`config.mk`:
```
export PLATFORM = sky130hd
export DESIGN_NAME = flrp_ctrl
export DESIGN_NICKNAME = d
export VERILOG_FILES = /design/src/rtl/flrp_pkg.sv /design/src/rtl/flrp_ctrl.sv
export SDC_FILE = /design/constraint.sdc
export NUM_CORES = 1
export LEC_CHECK = 0
export BUFFER_PORTS_ARGS = -buffer_cell sky130_fd_sc_hd__buf_2
export CORE_AREA = 5 5 42 44
export DETAILED_ROUTE_END_ITERATION = 8
export DIE_AREA = 0 0 47 49
export PLACE_DENSITY = 0.47
export RECOVER_POWER = 50
export SLEW_MARGIN = 20
export SYNTH_ARGS = -nofsm -noshare
export SYNTH_HDL_FRONTEND = slang
export SYNTH_SLANG_ARGS = --single-unit
export TNS_END_PERCENT = 5
```
`constraint.sdc`:
```
create_clock -name i_clk -period 1.8 [get_ports i_clk]
set_clock_uncertainty 0.15 [all_clocks]
set_input_delay 0.09 -clock i_clk [delete_from_list [all_inputs] [get_ports i_clk]]
set_output_delay 0.09 -clock i_clk [all_outputs]
set_load 0.05 [all_outputs]
```
`src/rtl/flrp_pkg.sv`:
```
package flrp_pkg;

    // Fixed field widths
    localparam int RCV_W = 16;
    localparam int OUT_W = 17;

    // Controller -> datapath commands
    typedef struct packed {
        logic load;     // store one incoming cell
        logic begin_w;  // start the walk at cell 0
        logic advance;  // move to the next origin cell
        logic push;     // push current cell, follow its receiver
        logic settle;   // walk ended: fix the length of the end cell
        logic pop;      // assign one length back along the path
        logic finish;   // issue the result, clear for the next graph
    } t_cmd;

    // Datapath -> controller status
    typedef struct packed {
        logic stop;         // walk from current cell ends here
        logic depth_nz;     // path stack not empty
        logic origin_last;  // current origin is the final cell
    } t_stat;

endpackage

```
`src/rtl/flrp_ctrl.sv`:
```
module flrp_ctrl import flrp_pkg::*; (
    input  logic  i_clk,
    input  logic  i_rst_n,
    input  logic  i_start,
    input  logic  i_last,
    input  t_stat i_stat,
    output t_cmd  o_cmd,
    output logic  o_busy
);

    localparam logic [2:0] S_IDLE  = 3'd0;
    localparam logic [2:0] S_START = 3'd1;
    localparam logic [2:0] S_EVAL  = 3'd2;
    localparam logic [2:0] S_POP   = 3'd3;
    localparam logic [2:0] S_NEXT  = 3'd4;

    logic [2:0] r_state;
    logic [2:0] n_state;

    // State register
    always_ff @(posedge i_clk) begin
        if (!i_rst_n) begin
            r_state <= S_IDLE;
        end else begin
            r_state <= n_state;
        end
    end

    // Next state and commands
    always_comb begin
        n_state = r_state;
        o_cmd   = '0;
        unique case (r_state)
            S_IDLE: begin
                if (i_start) begin
                    o_cmd.load = 1'b1;
                    if (i_last) begin
                        n_state = S_START;
                    end
                end
            end
            S_START: begin
                o_cmd.begin_w = 1'b1;
                n_state       = S_EVAL;
            end
            S_EVAL: begin
                if (i_stat.stop) begin
                    o_cmd.settle = 1'b1;
                    n_state      = i_stat.depth_nz ? S_POP : S_NEXT;
                end else begin
                    o_cmd.push = 1'b1;
                end
            end
            S_POP: begin
                o_cmd.pop = 1'b1;
                if (!i_stat.depth_nz) begin
                    n_state = S_NEXT;
                end
            end
            S_NEXT: begin
                if (i_stat.origin_last) begin
                    o_cmd.finish = 1'b1;
                    n_state      = S_IDLE;
                end else begin
                    o_cmd.advance = 1'b1;
                    n_state       = S_EVAL;
                end
            end
            default: begin
                n_state = S_IDLE;
            end
        endcase
    end

    assign o_busy = (r_state != S_IDLE);

endmodule

```
==> impl.org <==
** Yosys
- Counting flops with a built-in enable in the synthesized netlist gives 0.
- For this run, the leading register cell type out of synthesis is dfxtp_1.
- Sequential share of the synthesized area :: 25.00%
- Warning count from the yosys run :: 0
- The average instance in the mapped netlist occupies 9.240 µm².
- Synthesized Nets :: 33
- The commonest cells after synthesis are dfxtp_1, inv_1, nand2_1.
- Summed instance area of the synthesized netlist :: 240.2 µm²
- Register bit count reported by yosys :: 3
- Post-synth ARST share :: 0%
- Cell types occupying the most area after synthesis :: dfxtp_1, nor4b_4, nor3b_4, nor4b_1, a221oi_2
- Post-synth top area cell :: dfxtp_1
- Distinct cells, synth :: 16
- In this run the biggest area consumer among cell types represents 25.00% of the synthesized area.
- Synthesized netlist cell count :: 26

** Worst setup path
- Data required time of the critical path :: 1560 ps
- Walking the worst path, the cells encountered are nor3b_1 -> buf_2.
- The cell family contributing the most delay on the critical path is flip-flops.
- The worst register-to-register path has a setup slack of 390 ps.
- Together, buffers and inverters on the worst path number 1.
- In this run the critical register-to-register path is captured at r_state[1].
- Type of the worst setup path :: flop to output port
- The largest single stage delay on the critical path is 520 ps.
- Critical path launch point type :: flop
- Worst reg2reg path startpoint :: r_state[0]
- FF-to-FF path depth :: 3
- Critical path arrival :: 1380 ps
- Maximum fanout along the worst path :: 8
- The slowest stage of the critical path belongs to the cell dfxtp_1.
- STA classifies the critical path endpoint as an output port.

** Routing
- DRC violations left :: 0
- The final route contains 249 vias.
- Using the TritonRoute via totals, the vias-per-cell ratio works out to 4.082.
- Aggregate routed wire length :: 616 µm
- The detailed router finished its first iteration with 0 violations.
- First-pass detailed-route iteration total :: 1
- Mean routed wirelength per cell :: 10.10 µm
- Routed Antenna Nets :: 0

** Pwr
- Total power consumption of the routed design :: 426.3 µW
- Dividing total power by cell area gives a power density of 1179 nW/µm².
- Static leakage :: 0.1664 nW
- For this design the total switching power over the nets is 202.7 µW.
- Logic pwr share :: 47.6%
- The share of total power dissipated in sequential elements is 25.0%.
- Per report_power, the clock group accounts for 27.5% of the total.
- The internal power of the cells totals 223.6 µW.
- In this run switching power makes up 47.54% of total power.
- Peak supply drop :: 389.0 µV

** Job
- Max_cap viols :: 0

** STA
- RSZ-0062 raised after global routing :: false
- For the pin with the worst max-slew slack, the measured transition is 346.0 ps.
- The final critical path takes up 89.78% of the cycle.
- Remaining max-slew budget at the tightest pin :: 76.90%
- Number of endpoints with negative hold slack in the final report :: 0
- Hold Slack :: 3.467 ps
- The number of max-slew violations in the final report was 0.
- Maximum achievable frequency :: 618.8 MHz
- The smallest clock period supported by the final layout is computed as 1616 ps.
- Setup violations remaining at the end of the flow were counted as 0.

** Placed design
- Final GP Congestion :: 0.7252
- Detailed-placement wirelength estimate :: 516.8 µm
- Number of port buffers :: 14

** Cells and area
- Register with the most flip-flops :: r_state
- Nets :: 53
- Flip-flop count of the largest register after layout :: 3
- Fillcell total :: 169
- The area growth from synthesis to layout is 50.52%.
- Diode insertion count for antenna repair :: 0
- Regs by FF count :: r_state (3)
- Fraction of final layout cells with drive strength greater than 1 :: 53.33%

** GRT
- After global routing the overflow that remains totals 0.
- Entering global routing, the biggest net connects 11 pins.
- Antenna violations before repair :: 0
- Global-route wire length before repair :: 1083 µm
- Global router's overall resource usage :: 6.685%
- Number of global-route vias before repair :: 251

** Clocking
- In this run the clock root is driven by a clkbuf_4.
- Counting the buffers created by CTS gives 3.
- TritonCTS built the clock tree.
- For this design, the sink count on the clock tree is 3.
- After clock tree synthesis, the clock-pin slew on the worst setup and hold paths is 40 ps.
- Clock insertion delay at the later pin of the skew report :: 230 ps
- Number of buffers between clock root and the deepest sink :: 2
- CTS built an H-tree with a depth of 1.

** Floorplanning
- The floorplan step defined a die boundary enclosing 2303 µm².
- Effective utilization at floorplan :: 17.14%
- During I/O placement, the number of pins put on the boundary was 15.
- Number of standard-cell rows in the floorplan :: 14
- From left edge to right edge, the die measures 47 µm.
- From bottom edge to top edge, the die measures 49 µm.
- The total area inside the core boundary comes to 1401 µm².

** Min path
- Hold WC Path Type :: input port to flop
- The worst hold path passes through 3 cells.
- For hold timing, the worst endpoint is r_state[1].
- Startpoint of the tightest hold check path :: i_last

** Outcome
- Status :: finished clean
==> what timing repair did <==
action                                  CTS  global route
hold buffers                              2             0
setup buffers                             0             0
gates resized for setup                   0             2
endpoints found under the setup margin    0             1
endpoints found under the hold margin     2             0
==> worst max path at each step <==
stage                     from       end  slack, ps  cells past startpoint
global placement    r_state[1]  o_cmd[6]        360                      3
CTS                 r_state[1]  o_cmd[6]         80                      3
finish              r_state[0]  o_cmd[5]        180                      2
detailed placement  r_state[1]  o_cmd[6]        330                      3
global route        r_state[0]  o_cmd[5]         90                      2
floorplan           r_state[1]  o_cmd[3]        -30                      3
==> worst register-to-register path, stage by stage, from the launching register on <==
cell and delay (ps):
dfxtp_1 520, nor3b_1 310, a311oi_1 110, a221oi_2 240
==> per-layer routing <==
metal	vias up	GRT usage (%)	part of all wire, %
met4	0	6.912	0
met3	0	1.107	2.8
met2	3	9.955	60
met1	114	7.237	37
met5	-	0	0
li1	132	-	-
==> per-stage QoR <==
step / util (%) / setup slack [ps] / area (µm²) / TNS [ps] / cells
final: 25.80 / 184.0 / 361.6 / 0 / 61
after global routing: 25.80 / 87.85 / 361.6 / 0 / 61
after CTS: 26.16 / 79.06 / 366.6 / 0 / 61
after detailed placement: 22.86 / 333.3 / 320.3 / 0 / 55
after global placement: 22.86 / 362.0 / 320.3 / 0 / 55
after floorplan: - / -34.63 / 245.2 / -34.63 / 26
==> power by group through the flow <==
stage,logic (mW),registers [mW],clock network (mW)
6_report,0.203,0.106,0.117
5_1_grt,0.217,0.111,0.127
4_1_cts,0.209,0.106,0.126
3_5_place_dp,0.205,0.107,0
3_3_place_gp,0.205,0.108,0
2_1_floorplan,0.188,0.0921,0
==> cells by family after synthesis <==
group           count (synthesis)  share of synthesized area, %
compound gates                  4                         15.10
buf+inv                         4                         10.94
flops                           3                         25.00
simple gates                   15                         48.96
==> layout make-up <==
class                   count  area [µm²]  area share [%]
flip-flops and latches      3       61.31           16.96
multi-input cells          19       152.6           42.21
repair buffers             16       90.09           24.91
inverters                   3       11.26           3.114
well taps                  16       20.02           5.536
clock buffers               4       26.28           7.266
==> placed cells by master (no fill, tap or decap) <==
master         netlist  layout
buf_2                0      12
dlygate4sd3_1        0       2
o211ai_1             1       1
clkbuf_2             0       2
a311oi_1             1       1
nor4b_4              1       1
nand2_1              3       3
nor3b_1              1       1
inv_1                3       3
a21oi_1              1       1
nor3_2               0       1
and2_1               1       1
nor4b_1              2       2
nor3_1               2       1
clkbuf_4             0       3
clkbuf_1             0       1
nor2_1               2       2
dfxtp_2              0       1
and3_2               2       2
a221oi_2             1       1
nor3b_2              0       1
dfxtp_1              3       2
Note: power is estimated with default switching activity, not from simulation.
